## src/hdl/clear_sky_diffuse_fraction_defines.svh

```systemverilog
// Assertion macros shared by the clear-sky diffuse fraction RTL.
`ifndef CLEAR_SKY_DIFFUSE_FRACTION_DEFINES_SVH
`define CLEAR_SKY_DIFFUSE_FRACTION_DEFINES_SVH
`ifndef SYNTHESIS
// same-cycle implication, disabled while reset is low
`define CSDF_ASSERT_IMPL(lbl, clk, rst_n, ante, cons) \
    lbl: assert property (@(posedge clk) disable iff (!rst_n) (ante) |-> (cons)) \
        else $error("same-cycle check failed");
// next-cycle implication, disabled while reset is low
`define CSDF_ASSERT_NEXT(lbl, clk, rst_n, ante, cons) \
    lbl: assert property (@(posedge clk) disable iff (!rst_n) (ante) |=> (cons)) \
        else $error("next-cycle check failed");
`else
`define CSDF_ASSERT_IMPL(lbl, clk, rst_n, ante, cons)
`define CSDF_ASSERT_NEXT(lbl, clk, rst_n, ante, cons)
`endif
`endif

```

## src/hdl/csdf_pkg.sv

```systemverilog
// Package: constants, codes and shared types of the diffuse fraction block.
`timescale 1ns / 1ps
package csdf_pkg;
    // field widths
    localparam int SIN_BITS   = 16;
    localparam int PRES_BITS  = 17;
    localparam int RAD_BITS   = 11;
    localparam int OUT_BITS   = 17;
    localparam int SHARE_BITS = 16;
    localparam int ADDR_BITS  = 3;

    // fractional bits of air mass and log/exp arguments
    localparam int FRAC_BITS = 16;
    // air mass quotient bits: P < 2^17, 101300*328 > 2^24
    localparam int M_BITS = FRAC_BITS + 8;
    // -log2(a) is at most 16.0
    localparam int L_BITS = FRAC_BITS + 5;
    localparam int E_BITS = M_BITS + L_BITS - FRAC_BITS;
    localparam int N_BITS = E_BITS - FRAC_BITS;
    localparam int SHIFT_BITS = 6;

    localparam logic signed [SIN_BITS-1:0] SIN_MIN = 16'sd328;
    localparam logic [16:0] P0_PA   = 17'd101300;
    localparam logic [31:0] LN2_Q32 = 32'd2977044472;
    localparam logic [32:0] ONE_Q32 = 33'h1_0000_0000;
    localparam int TERMS = 12;
    localparam logic [OUT_BITS-1:0] ONE_OUT = 17'd65536;

    localparam logic [SHARE_BITS-1:0] SHARE_RESET = 16'd32768;
    localparam logic [SHARE_BITS-1:0] TX_RESET    = 16'd55050;

    // register index, taken from paddr[2]
    localparam logic [0:0] REG_DIFFUSE_SHARE = 1'b0;
    localparam logic [0:0] REG_TRANSMISSION  = 1'b1;

    typedef enum logic [1:0] {
        PATH_COMPUTED = 2'd0,
        PATH_LOW_SUN  = 2'd1,
        PATH_NO_RAD   = 2'd2
    } t_path;

    typedef struct packed {
        logic  valid;
        t_path path;
    } t_tag;

    typedef struct packed {
        logic [SHARE_BITS-1:0] diffuse_share;
        logic [L_BITS-1:0]     neg_log2;
        logic                  tx_zero;
    } t_cfg;

    typedef enum logic [1:0] {
        SEQ_IDLE,
        SEQ_SQUARE,
        SEQ_FINISH
    } t_seq_state;
endpackage

```

## src/hdl/csdf_mdiv.sv

```systemverilog
// Input stage, path decision and pipelined air mass divider.
`timescale 1ns / 1ps
module csdf_mdiv import csdf_pkg::*; (
    input  logic                       i_clk,
    input  logic                       i_rst_n,
    input  logic                       i_valid,
    input  logic signed [SIN_BITS-1:0] i_sin_elevation,
    input  logic [PRES_BITS-1:0]       i_air_pressure,
    input  logic [RAD_BITS-1:0]        i_top_radiation,
    output logic [M_BITS-1:0]          o_quotient,
    output t_tag                       o_tag
);
    // dividend is P << (15+F); the bits below the quotient window are zero
    localparam int INIT_SHIFT = 15 + FRAC_BITS - M_BITS;

    logic [31:0]       r_rem [0:M_BITS-1];
    logic [31:0]       r_dvs [0:M_BITS-1];
    logic [M_BITS-1:0] r_quo [0:M_BITS];
    t_tag              r_tag [0:M_BITS];

    t_path w_path;

    // special paths
    always_comb begin
        if (i_sin_elevation < SIN_MIN) begin
            w_path = PATH_LOW_SUN;
        end else if (i_top_radiation == '0) begin
            w_path = PATH_NO_RAD;
        end else begin
            w_path = PATH_COMPUTED;
        end
    end

    // entry stage: divisor 101300*sin, first partial remainder
    always_ff @(posedge i_clk) begin
        if (!i_rst_n) begin
            r_tag[0].valid <= 1'b0;
        end else begin
            r_tag[0].valid <= i_valid;
        end
        r_tag[0].path <= w_path;
        r_dvs[0]      <= 32'(P0_PA) * 32'(i_sin_elevation[SIN_BITS-2:0]);
        r_rem[0]      <= 32'(i_air_pressure) << INIT_SHIFT;
        r_quo[0]      <= '0;
    end

    // one quotient bit per stage
    for (genvar g = 0; g < M_BITS; g++) begin : g_div
        logic [32:0] w_trial;
        logic        w_ge;
        assign w_trial = {r_rem[g], 1'b0};
        assign w_ge    = (w_trial >= {1'b0, r_dvs[g]});

        always_ff @(posedge i_clk) begin
            if (!i_rst_n) begin
                r_tag[g+1].valid <= 1'b0;
            end else begin
                r_tag[g+1].valid <= r_tag[g].valid;
            end
            r_tag[g+1].path <= r_tag[g].path;
            r_quo[g+1]      <= {r_quo[g][M_BITS-2:0], w_ge};
        end

        if (g + 1 < M_BITS) begin : g_carry
            always_ff @(posedge i_clk) begin
                r_rem[g+1] <= w_ge ? 32'(w_trial - {1'b0, r_dvs[g]}) : w_trial[31:0];
                r_dvs[g+1] <= r_dvs[g];
            end
        end
    end

    assign o_quotient = r_quo[M_BITS];
    assign o_tag      = r_tag[M_BITS];
endmodule

```

## config.mk

```make
export PLATFORM = sky130hd
export DESIGN_NAME = csdf_mdiv
export DESIGN_NICKNAME = d
export VERILOG_FILES = /design/src/hdl/clear_sky_diffuse_fraction_defines.svh /design/src/hdl/csdf_pkg.sv /design/src/hdl/csdf_mdiv.sv
export SDC_FILE = /design/constraint.sdc
export NUM_CORES = 2
export LEC_CHECK = 0
export BUFFER_PORTS_ARGS = -buffer_cell sky130_fd_sc_hd__buf_2
export CAP_MARGIN = 20
export CORE_UTILIZATION = 55
export DETAILED_ROUTE_END_ITERATION = 10
export GPL_TIMING_DRIVEN = 0
export PLACE_DENSITY = 0.75
export SLEW_MARGIN = 20
export SYNTH_ARGS = -nofsm -noshare
export SYNTH_HDL_FRONTEND = slang
export SYNTH_SLANG_ARGS = --single-unit
```

## constraint.sdc

```tcl
create_clock -name i_clk -period 6.6 [get_ports i_clk]
set_clock_uncertainty 0.1 [all_clocks]
set_input_delay 0.66 -clock i_clk [delete_from_list [all_inputs] [get_ports i_clk]]
set_output_delay 0.66 -clock i_clk [all_outputs]
set_load 0.01 [all_outputs]
```

==> impl_metrics.csv <==
group,metric,value,unit
outcome,status,"completed",
sta,min_period_over_period,94.2,%
finish,final_layout_size_suffix_gt1_share,9.45,%
synth,synth_area_per_cell,9.64,um2
floorplanning,die_x,397,um
setup_path,crit_top_cell,"inv_1",
sta,relSlewSlack,32.4,%
floorplanning,start_util,55.6,%
finish,final_cell_mix,"1802 x dfxtp_1, 990 x inv_1, 830 x ha_1",
placement,place_area,0.0888,mm2
setup_path,path_cells,"dlygate4sd3_1 -> buf_2 -> inv_1 -> fa_1 -> inv_1 -> fa_1 -> inv_1 -> fa_1 -> inv_1 -> fa_1 -> inv_1 -> fa_1 -> inv_1 -> ha_1 -> o21a_1 -> o21ai_0 -> o311ai_0 -> a31oi_1 -> o21ai_0 -> a41oi_1 -> o21ai_0 -> a21oi_1 -> xnor2_1",
setup_path,cp_slowest_stage_delay,550,ps
global_route,grt_overflow,0,
clock_network,cts_root_buf,"clkbuf_16",
clock_network,cts_buffers,184,
placement,gp_congestion,0.956,
detailed_routing,drtIter0Drc,4364,
setup_path,crit_slowest_cell,"fa_1",
sta,hold_viol,0,
synth,yosysWarnings,0,
finish,nets,10200,
floorplanning,die_h,397,um
flow_run,cap_violations,0,
setup_path,cp_data_arrival_time,6830,ps
synth,synth.top_cell.area_share,42.0,%
global_route,grt_pass1_vias,61300,
finish,mostFrequentLayoutCell,"dfxtp_1",
finish,synthToLayoutAreaGrowth,11.5,%
synth,yosysSeqAreaShare,42.0,%
synth,yosys_register_bits,1802,
detailed_routing,vias,63100,
synth,syn_nets,9881,
setup_path,path_class,"primary input to register",
detailed_routing,wirelength,206000,um
floorplanning,fp-row-count,144,
setup_path,crit_path_end_kind,"register",
setup_path,critPathMaxFanout,5,
placement,numPortBuffers,73,
sta,min_period,6220,ps
floorplanning,die_area,0.158,mm2
detailed_routing,drc_errors,0,
clock_network,clock_sinks,1802,
sta,finalSetupViolations,0,
detailed_routing,routed_via_density,5.54,
synth,synth_ff_type,"dfxtp_1",
sta,slew_viol_final,0,
sta,tightest_slew,1010,ps
synth,synth_area,0.0859,mm2
setup_path,crit_required,7210,ps
clock_network,cts_tree,"yes",
setup_path,crit_family,"adder cells",
min_path,hp-class,"primary input to register",
synth,synthCells,8904,
setup_path,cp.buffers_inverters,8,
detailed_routing,dr.pass1.iters,6,
floorplanning,ios,74,
synth,synthTopCellsByArea,"dfxtp_1 42%, ha_1 12%, inv_1 4.3%",
sta,timing.fmax,161,MHz
placement,dp_hpwl,162000,um
floorplanning,coreArea,0.155,mm2
clock_network,clk_pin_slew_worst_paths,60,ps
setup_path,cp-start-kind,"primary input",
synth,yosysUniqueCellTypes,100,
finish,final_area,0.0958,mm2
global_route,grt_max_degree,17,
detailed_routing,ant_nets,0,
global_route,grt_pass1_wl,325000,um
finish,fillers,12900,
global_route,grt_use_total,25.6,%
detailed_routing,wl_per_cell,18.1,um
synth,yosys.area.top_type,"dfxtp_1",
global_route,antenna_found_initial,4,
clock_network,clock_path_buffers,3,
clock_network,htreeDepth,4,
clock_network,insertion_delay,790,ps
synth,async_flop_share,0,%
synth,synth_edf_count,0,
sta,rsz0062_at_grt,"no",
-- worst register-to-register path: stages (launching register included) --
cell and delay (ps):
dfxtp_1 330, inv_1 50, ha_1 370, and3_1 320
nand4_1 250, o31ai_1 780, a21o_1 280, o311a_1 220
o21ai_0 170, a21oi_1 680, clkbuf_1 660, o21ai_0 270
-- state kept, by name, indices dropped and copies added (netlist names) --
name / flops
r_tag: 75
r_rem: 707
r_dvs: 720
r_quo: 300
-- through the flow --
stage	TNS, ps	utilization, %	hold WS, ps	worst slack [ps]	cells
floorplan	0	-	210	441	8904
finish	0	62.0	65.5	384	11400
CTS	0	62.0	14.0	363	11400
global route	0	62.0	42.8	37.0	11400
detailed placement	-1290	57.4	212	-339	11000
global placement	-1340	57.4	210	-373	11000
-- cell families after synthesis --
group / share of synthesized area, %
AOI/OAI and AO/OA: 16.4
DFF: 42.0
adders and majority gates: 14.4
muxes: 5.53
xor gates and xnor gates: 6.11
and+or+nand+nor: 10.1
buffers and inverters: 5.38
-- final cells by class --
class | instances | area, um2 | area share (%)
tap | 2044 | 2560 | 2.67
multi-input combinational | 5925 | 45200 | 47.2
clock inverter | 97 | 1540 | 1.60
sequential | 1802 | 36100 | 37.7
clock buffer | 245 | 5210 | 5.44
antenna | 2 | 5.00 | 0.00523
inverter | 992 | 3720 | 3.89
buffer | 185 | 895 | 0.934
timing repair buffer | 96 | 596 | 0.622
-- cell usage after synthesis, types with 14 or more instances --
cell type	n
a211o_1	21
a211oi_1	55
a21boi_0	20
a21o_1	431
a21oi_1	676
a221oi_1	14
a311oi_1	15
a31oi_1	68
a41oi_1	18
and2_1	73
and3_1	75
and4_1	15
buf_2	34
buf_6	16
clkbuf_1	120
dfxtp_1	1802
fa_1	100
ha_1	830
inv_1	990
mux2_2	296
mux2_4	74
mux2i_1	25
nand2_1	511
nand2b_1	83
nand3_1	146
nand3b_1	20
nand4_1	91
nor2_1	429
nor2b_1	111
nor3_1	89
nor3b_1	28
nor4_1	22
o211ai_1	35
o21a_1	102
o21ai_0	440
o21ai_1	44
o21bai_1	70
o31a_1	19
o31ai_1	43
or2_2	17
or3_1	22
xnor2_1	395
xor2_1	204
-- metal layers --
metal  vias up  global-route usage, %  share of wire (%)  routed length [um]
li1      31300                      -                  -                   -
met1     29700                   34.6                 46               93900
met2      1708                   41.9                 46               93900
met3       365                   3.60                5.7               11800
met4         0                   8.59                3.2                6670
met5         -                      0                  0                   0
-- worst paths after layout --
path	start	to	slack (ps)	depth (start not counted)
setup reg to reg	r_dvs[17][10]$_DFF_P_	r_rem[2][94]$_DFF_P_	1940	11
hold / removal	i_rst_n	r_tag[1][26]$_DFF_P_	70	2
hold reg to reg	r_quo[8][3]$_DFF_P_	r_quo[9][4]$_DFF_P_	210	0
setup / recovery	i_sin_elevation[1]	r_dvs[0][30]$_DFF_P_	380	23
-- what timing repair did --
| action | 4_1_cts | 5_1_grt |
|---|---|---|
| resized for setup | 0 | 1 |
| hold endpoints to repair | 21 | 0 |
| setup endpoints to repair | 0 | 1 |
| setup buffers | 0 | 0 |
| hold buffers | 23 | 0 |
Power is left out: the tool's default activity adds up to more than one toggle a clock period on the data nets, which glitch-free logic cannot reach.
