--- src/hdl/clear_sky_diffuse_fraction_defines.svh ---
// Assertion macros shared by the clear-sky diffuse fraction RTL.
`ifndef CLEAR_SKY_DIFFUSE_FRACTION_DEFINES_SVH
`define CLEAR_SKY_DIFFUSE_FRACTION_DEFINES_SVH
`ifndef SYNTHESIS
// same-cycle implication, disabled while reset is low
`define CSDF_ASSERT_IMPL(lbl, clk, rst_n, ante, cons) \
    lbl: assert property (@(posedge clk) disable iff (!rst_n) (ante) |-> (cons)) \
        else $error("same-cycle check failed");
// next-cycle implication, disabled while reset is low
`define CSDF_ASSERT_NEXT(lbl, clk, rst_n, ante, cons) \
    lbl: assert property (@(posedge clk) disable iff (!rst_n) (ante) |=> (cons)) \
        else $error("next-cycle check failed");
`else
`define CSDF_ASSERT_IMPL(lbl, clk, rst_n, ante, cons)
`define CSDF_ASSERT_NEXT(lbl, clk, rst_n, ante, cons)
`endif
`endif

--- src/hdl/csdf_pkg.sv ---
// Package: constants, codes and shared types of the diffuse fraction block.
`timescale 1ns / 1ps
package csdf_pkg;
    // field widths
    localparam int SIN_BITS   = 16;
    localparam int PRES_BITS  = 17;
    localparam int RAD_BITS   = 11;
    localparam int OUT_BITS   = 17;
    localparam int SHARE_BITS = 16;
    localparam int ADDR_BITS  = 3;

    // fractional bits of air mass and log/exp arguments
    localparam int FRAC_BITS = 16;
    // air mass quotient bits: P < 2^17, 101300*328 > 2^24
    localparam int M_BITS = FRAC_BITS + 8;
    // -log2(a) is at most 16.0
    localparam int L_BITS = FRAC_BITS + 5;
    localparam int E_BITS = M_BITS + L_BITS - FRAC_BITS;
    localparam int N_BITS = E_BITS - FRAC_BITS;
    localparam int SHIFT_BITS = 6;

    localparam logic signed [SIN_BITS-1:0] SIN_MIN = 16'sd328;
    localparam logic [16:0] P0_PA   = 17'd101300;
    localparam logic [31:0] LN2_Q32 = 32'd2977044472;
    localparam logic [32:0] ONE_Q32 = 33'h1_0000_0000;
    localparam int TERMS = 12;
    localparam logic [OUT_BITS-1:0] ONE_OUT = 17'd65536;

    localparam logic [SHARE_BITS-1:0] SHARE_RESET = 16'd32768;
    localparam logic [SHARE_BITS-1:0] TX_RESET    = 16'd55050;

    // register index, taken from paddr[2]
    localparam logic [0:0] REG_DIFFUSE_SHARE = 1'b0;
    localparam logic [0:0] REG_TRANSMISSION  = 1'b1;

    typedef enum logic [1:0] {
        PATH_COMPUTED = 2'd0,
        PATH_LOW_SUN  = 2'd1,
        PATH_NO_RAD   = 2'd2
    } t_path;

    typedef struct packed {
        logic  valid;
        t_path path;
    } t_tag;

    typedef struct packed {
        logic [SHARE_BITS-1:0] diffuse_share;
        logic [L_BITS-1:0]     neg_log2;
        logic                  tx_zero;
    } t_cfg;

    typedef enum logic [1:0] {
        SEQ_IDLE,
        SEQ_SQUARE,
        SEQ_FINISH
    } t_seq_state;
endpackage

--- src/hdl/csdf_regs.sv ---
// Register file with APB access and the -log2(transmission) sequencer.
`timescale 1ns / 1ps
module csdf_regs import csdf_pkg::*; (
    input  logic                 i_clk,
    input  logic                 i_rst_n,
    input  logic                 psel,
    input  logic                 penable,
    input  logic                 pwrite,
    input  logic [ADDR_BITS-1:0] paddr,
    input  logic [31:0]          pwdata,
    output logic [31:0]          prdata,
    output logic                 pready,
    output logic                 o_busy,
    output t_cfg                 o_cfg
);
    localparam int CNT_BITS = $clog2(FRAC_BITS);

    logic [SHARE_BITS-1:0] r_diffuse_share;
    logic [SHARE_BITS-1:0] r_transmission;
    t_seq_state            r_state, n_state;
    logic [CNT_BITS-1:0]   r_count, n_count;
    logic [31:0]           r_y, n_y;
    logic [FRAC_BITS-1:0]  r_frac, n_frac;
    logic [3:0]            r_shift, n_shift;
    logic [L_BITS-1:0]     r_neg_log2, n_neg_log2;

    logic                  w_write;
    logic                  w_tx_write;
    logic [SHARE_BITS-1:0] w_load_value;
    logic [3:0]            w_lead;
    logic [SHARE_BITS-1:0] w_norm;
    logic [63:0]           w_square;
    logic [32:0]           w_y2;

    assign pready     = 1'b1;
    assign w_write    = psel && penable && pwrite;
    assign w_tx_write = w_write && (paddr[2] == REG_TRANSMISSION);

    // readback
    assign prdata = {16'b0, (paddr[2] == REG_TRANSMISSION) ? r_transmission : r_diffuse_share};

    // value to normalize: reset value or the word being written
    assign w_load_value = (!i_rst_n) ? TX_RESET : pwdata[SHARE_BITS-1:0];

    // leading zero count, so that the value lands in [1,2) as Q1.15
    always_comb begin
        w_lead = '0;
        for (int i = 0; i < SHARE_BITS; i++) begin
            if (w_load_value[i]) begin
                w_lead = 4'(SHARE_BITS - 1 - i);
            end
        end
    end
    assign w_norm = w_load_value << w_lead;

    // one squaring per cycle in Q1.31
    assign w_square = 64'(r_y) * 64'(r_y);
    assign w_y2     = w_square[63:31];

    // sequencer next state
    always_comb begin
        n_state    = r_state;
        n_count    = r_count;
        n_y        = r_y;
        n_frac     = r_frac;
        n_shift    = r_shift;
        n_neg_log2 = r_neg_log2;
        unique case (r_state)
            SEQ_IDLE: begin
            end
            SEQ_SQUARE: begin
                n_frac  = {r_frac[FRAC_BITS-2:0], w_y2[32]};
                n_y     = w_y2[32] ? w_y2[32:1] : w_y2[31:0];
                n_count = r_count + 1'b1;
                if (r_count == CNT_BITS'(FRAC_BITS - 1)) begin
                    n_state = SEQ_FINISH;
                end
            end
            SEQ_FINISH: begin
                n_neg_log2 = {5'(r_shift) + 5'd1, {FRAC_BITS{1'b0}}} - L_BITS'(r_frac);
                n_state    = SEQ_IDLE;
            end
            default: begin
                n_state = SEQ_IDLE;
            end
        endcase
        // a new transmission value restarts the log
        if (w_tx_write || !i_rst_n) begin
            n_state = SEQ_SQUARE;
            n_count = '0;
            n_y     = {w_norm, 16'b0};
            n_frac  = '0;
            n_shift = w_lead;
        end
    end

    // control and config registers
    always_ff @(posedge i_clk) begin
        if (!i_rst_n) begin
            r_state         <= SEQ_SQUARE;
            r_count         <= '0;
            r_diffuse_share <= SHARE_RESET;
            r_transmission  <= TX_RESET;
        end else begin
            r_state <= n_state;
            r_count <= n_count;
            if (w_write && (paddr[2] == REG_DIFFUSE_SHARE)) begin
                r_diffuse_share <= pwdata[SHARE_BITS-1:0];
            end
            if (w_tx_write) begin
                r_transmission <= pwdata[SHARE_BITS-1:0];
            end
        end
    end

    // sequencer datapath
    always_ff @(posedge i_clk) begin
        r_y        <= n_y;
        r_frac     <= n_frac;
        r_shift    <= n_shift;
        r_neg_log2 <= n_neg_log2;
    end

    assign o_busy              = (r_state != SEQ_IDLE) || !i_rst_n;
    assign o_cfg.diffuse_share = r_diffuse_share;
    assign o_cfg.neg_log2      = r_neg_log2;
    assign o_cfg.tx_zero       = (r_transmission == '0);
endmodule

--- config.mk ---
export PLATFORM = sky130hd
export DESIGN_NAME = csdf_regs
export DESIGN_NICKNAME = d
export VERILOG_FILES = /design/src/hdl/clear_sky_diffuse_fraction_defines.svh /design/src/hdl/csdf_pkg.sv /design/src/hdl/csdf_regs.sv
export SDC_FILE = /design/constraint.sdc
export NUM_CORES = 2
export LEC_CHECK = 0
export ABC_AREA = 1
export BUFFER_PORTS_ARGS = -buffer_cell sky130_fd_sc_hd__buf_4
export CORE_ASPECT_RATIO = 1.2
export CORE_MARGIN = 1.5
export CORE_UTILIZATION = 60
export CTS_CLUSTER_DIAMETER = 200
export DETAILED_ROUTE_END_ITERATION = 8
export MAX_ROUTING_LAYER = met4
export PLACE_DENSITY = 0.86
export SLEW_MARGIN = 5
export SYNTH_ARGS = -nofsm -noshare
export SYNTH_HDL_FRONTEND = slang
export SYNTH_SLANG_ARGS = --single-unit
--- constraint.sdc ---
create_clock -name i_clk -period 13.8 [get_ports i_clk]
set_input_delay 0 -clock i_clk [delete_from_list [all_inputs] [get_ports i_clk]]
set_output_delay 0 -clock i_clk [all_outputs]
set_load 0.01 [all_outputs]
==> impl_metrics.tcl <==
set metrics [dict create \
    status "complete, no violations" \
    gp_congestion 0.993 \
    finalHoldViolCount 0 \
    setup_tns_ns 0 \
    grt_max_degree 36 \
    clock_sinks 111 \
    syn_inst 4284 \
    setup_viol 0 \
    wire_per_inst_um 17.4 \
    cp_data_required_time_ns 14.00 \
    worstHoldPathType "in2reg" \
    seq_area_frac_synth_pct 7.41 \
    via_count 27300 \
    port_buffers 76 \
    synth.avg_cell_area_sq_um 8.29 \
    synth-main-ff-cell "dfxtp_1" \
    startpoint_type "flop" \
    path_class "reg2reg" \
    dieArea_sq_um 60700 \
    reg2reg_depth 29 \
    fp.coreArea_sq_um 58500 \
    worst_path_max_delay_cell "edfxtp_1" \
    drt_iter0_drc 1667 \
    cts_max_level 3 \
    endpoint_kind "flop" \
    relSlewSlack_pct 21.0 \
    finalCriticalPeriod_ns 8.85 \
    fp.dieW_um 225 \
    cts_made_buffers 9 \
    clkSlewWorstSetupHoldPaths_ns 0.08 \
    cts_max_path_buffers 2 \
    synth-seq-cells 111 \
    cts_setup_buffers 0 \
    insertion_delay_ns 0.36 \
    post_cts_resized 0 \
    start_util_pct 60.7 \
    setup_ws_ns 4.95 \
    num_antenna_cells 0 \
    min_period_over_period_pct 64.1 \
    rsz0062_at_grt "false" \
    crit_fanout 17 \
    worst_pin_slew_ns 1.18 \
    wirelength_um 88200 \
    finClkSkew_ns 0.0161 \
    path_common_cell "fa_1" \
    vias_per_cell 5.38 \
    grt_pass1_wl_um 148000 \
    syn-cell-area_sq_um 35500 \
    hold_depth 4 \
    fmax_ghz 0.113 \
    place_ws_ns 5.08 \
    layout-drive-gt1-share_pct 4.08 \
    fin_nets 5417 \
    area_growth_pct 4.77 \
    track_usage_pct 31.7 \
    cp_slowest_stage_delay_ns 1.11 \
    grt_pass1_vias 30800 \
    hpwlAfterDp_um 73700 \
    first_pass_iters 7 \
    synthArstFlopShare_pct 0 \
    grt_overflow 0 \
    yosysWarnings 0 \
    die_h_um 270 \
    postRouteAntennaNets 0 \
    drcViolationCount 0 \
    synth-edff-count 41 \
    io_pins 112 \
    cts_tree "yes" \
    drv_cap 0 \
    rows 97 \
    clock-root-buffer "clkbuf_16" \
    antenna_found_initial 0 \
    crit_arrival_ns 9.04 \
    synth_cell_types 58 \
    fill_cells 4747 \
    slew_viol_final 0 \
]
==> layout by cell type, fill, tap and decap left out, types with 33 or more instances in the layout <==
cell type	n
nor2_1	158
inv_1	1344
ha_1	301
fa_1	791
xnor2_1	33
dfxtp_1	70
buf_4	115
o21ai_0	91
edfxtp_1	41
a21oi_1	94
nand3_1	151
nand2_1	770
xor2_1	61
==> synth_stat cells (5+ instances only) <==
| cell | number | area [sq um] |
|---|---|---|
| o21ai_0 | 91 | 455 |
| clkbuf_1 | 114 | 428 |
| buf_2 | 6 | 30.0 |
| xnor2_1 | 33 | 289 |
| or2_1 | 6 | 37.5 |
| inv_2 | 6 | 22.5 |
| o21ai_1 | 5 | 25.0 |
| inv_1 | 1344 | 5040 |
| ha_1 | 301 | 3770 |
| nor3_2 | 7 | 70.1 |
| nor2_1 | 158 | 593 |
| buf_4 | 20 | 150 |
| a31o_2 | 6 | 52.6 |
| o22ai_1 | 23 | 144 |
| o21a_1 | 6 | 45.0 |
| o21bai_1 | 22 | 165 |
| nand3_1 | 151 | 756 |
| nor3_1 | 12 | 60.1 |
| fa_1 | 791 | 15800 |
| a21oi_1 | 94 | 470 |
| buf_1 | 14 | 52.6 |
| edfxtp_1 | 41 | 1230 |
| nand2_1 | 770 | 2890 |
| a22oi_1 | 9 | 67.6 |
| a31oi_1 | 8 | 50.1 |
| dfxtp_1 | 70 | 1400 |
| a21boi_0 | 5 | 37.5 |
| a21o_1 | 14 | 105 |
| o211ai_1 | 19 | 143 |
| xor2_1 | 61 | 534 |
| nor4_1 | 7 | 43.8 |
| nand4_1 | 16 | 100 |
| nor2_2 | 5 | 31.3 |
==> final timing paths <==
kind         slack (ns)                    from                         endpoint
max                4.95       r_y[16]$_DFFE_PP_                r_y[17]$_DFFE_PP_
min                0.15                paddr[2]  r_diffuse_share[7]$_SDFFE_PN0P_
max reg2reg        4.95       r_y[16]$_DFFE_PP_                r_y[17]$_DFFE_PP_
min reg2reg        0.50  r_frac[0]$_SDFFE_PN0P_          r_neg_log2[0]$_DFFE_PN_
==> registers in the layout (all words and copies together), names as in the netlist <==
signal and flops:
r_neg_log2 21, r_transmission 16, r_shift 4, r_count 4
r_y 32, r_diffuse_share 16, r_state 2, r_frac 16
==> what timing repair did <==
item,in CTS,in global routing
endpoints found under the hold margin,26,0
setup endpoints to repair,0,0
hold buffers,17,0
==> cell families (layout without fill, tap and decap cells) <==
kind of cell	after synthesis	after routing	synth area share [%]
other	2	17	0.0211
xor gates and xnor gates	94	94	2.32
AOI/OAI and AO/OA	324	324	5.50
DFF	111	111	7.41
and+or+nand+nor	1152	1152	13.3
buffers and inverters	1509	1500	16.2
adders and majority gates	1092	1092	55.2
==> metal layers <==
| layer | vias up | global-route usage [%] | part of all wire (%) |
|---|---|---|---|
| li1 | 12400 | - | - |
| met1 | 13500 | 35.1 | 35 |
| met2 | 1083 | 55.4 | 52 |
| met3 | 370 | 4.08 | 6.0 |
| met4 | 0 | 17.1 | 6.3 |
| met5 | - | - | 0 |
==> cell type report <==
cell class	instances	area, sq um	area share, %
clock buffers	10	250	0.672
clock inverters	6	58.8	0.158
inverters	1352	5080	13.6
multi-input cells	2679	27200	73.0
flip-flops and latches	111	2630	7.07
well taps	792	991	2.66
repair buffers	132	1030	2.78
==> through the flow <==
stage,hold WS (ns),instance area [sq um],cells,utilization (%)
after detailed placement,0.245,36700,5049,62.8
after CTS,0.138,37200,5082,63.6
final,0.149,37200,5082,63.6
after global placement,0.234,36700,5049,62.8
after global routing,0.166,37200,5082,63.6
after floorplan,0.135,35600,4299,-
==> critical path, delay by kind of cell, from the launching register on <==
family,cells,cell delay [ns]
AND/OR/NAND/NOR,9,1.28
buffers and inverters,7,1.07
adder cells (fa/ha/maj),9,4.36
flip-flops,1,1.11
AO/OA/AOI/OAI,4,0.84
Power is left out: the tool's default activity adds up to more than one toggle a clock period on the data nets, which glitch-free logic cannot reach.
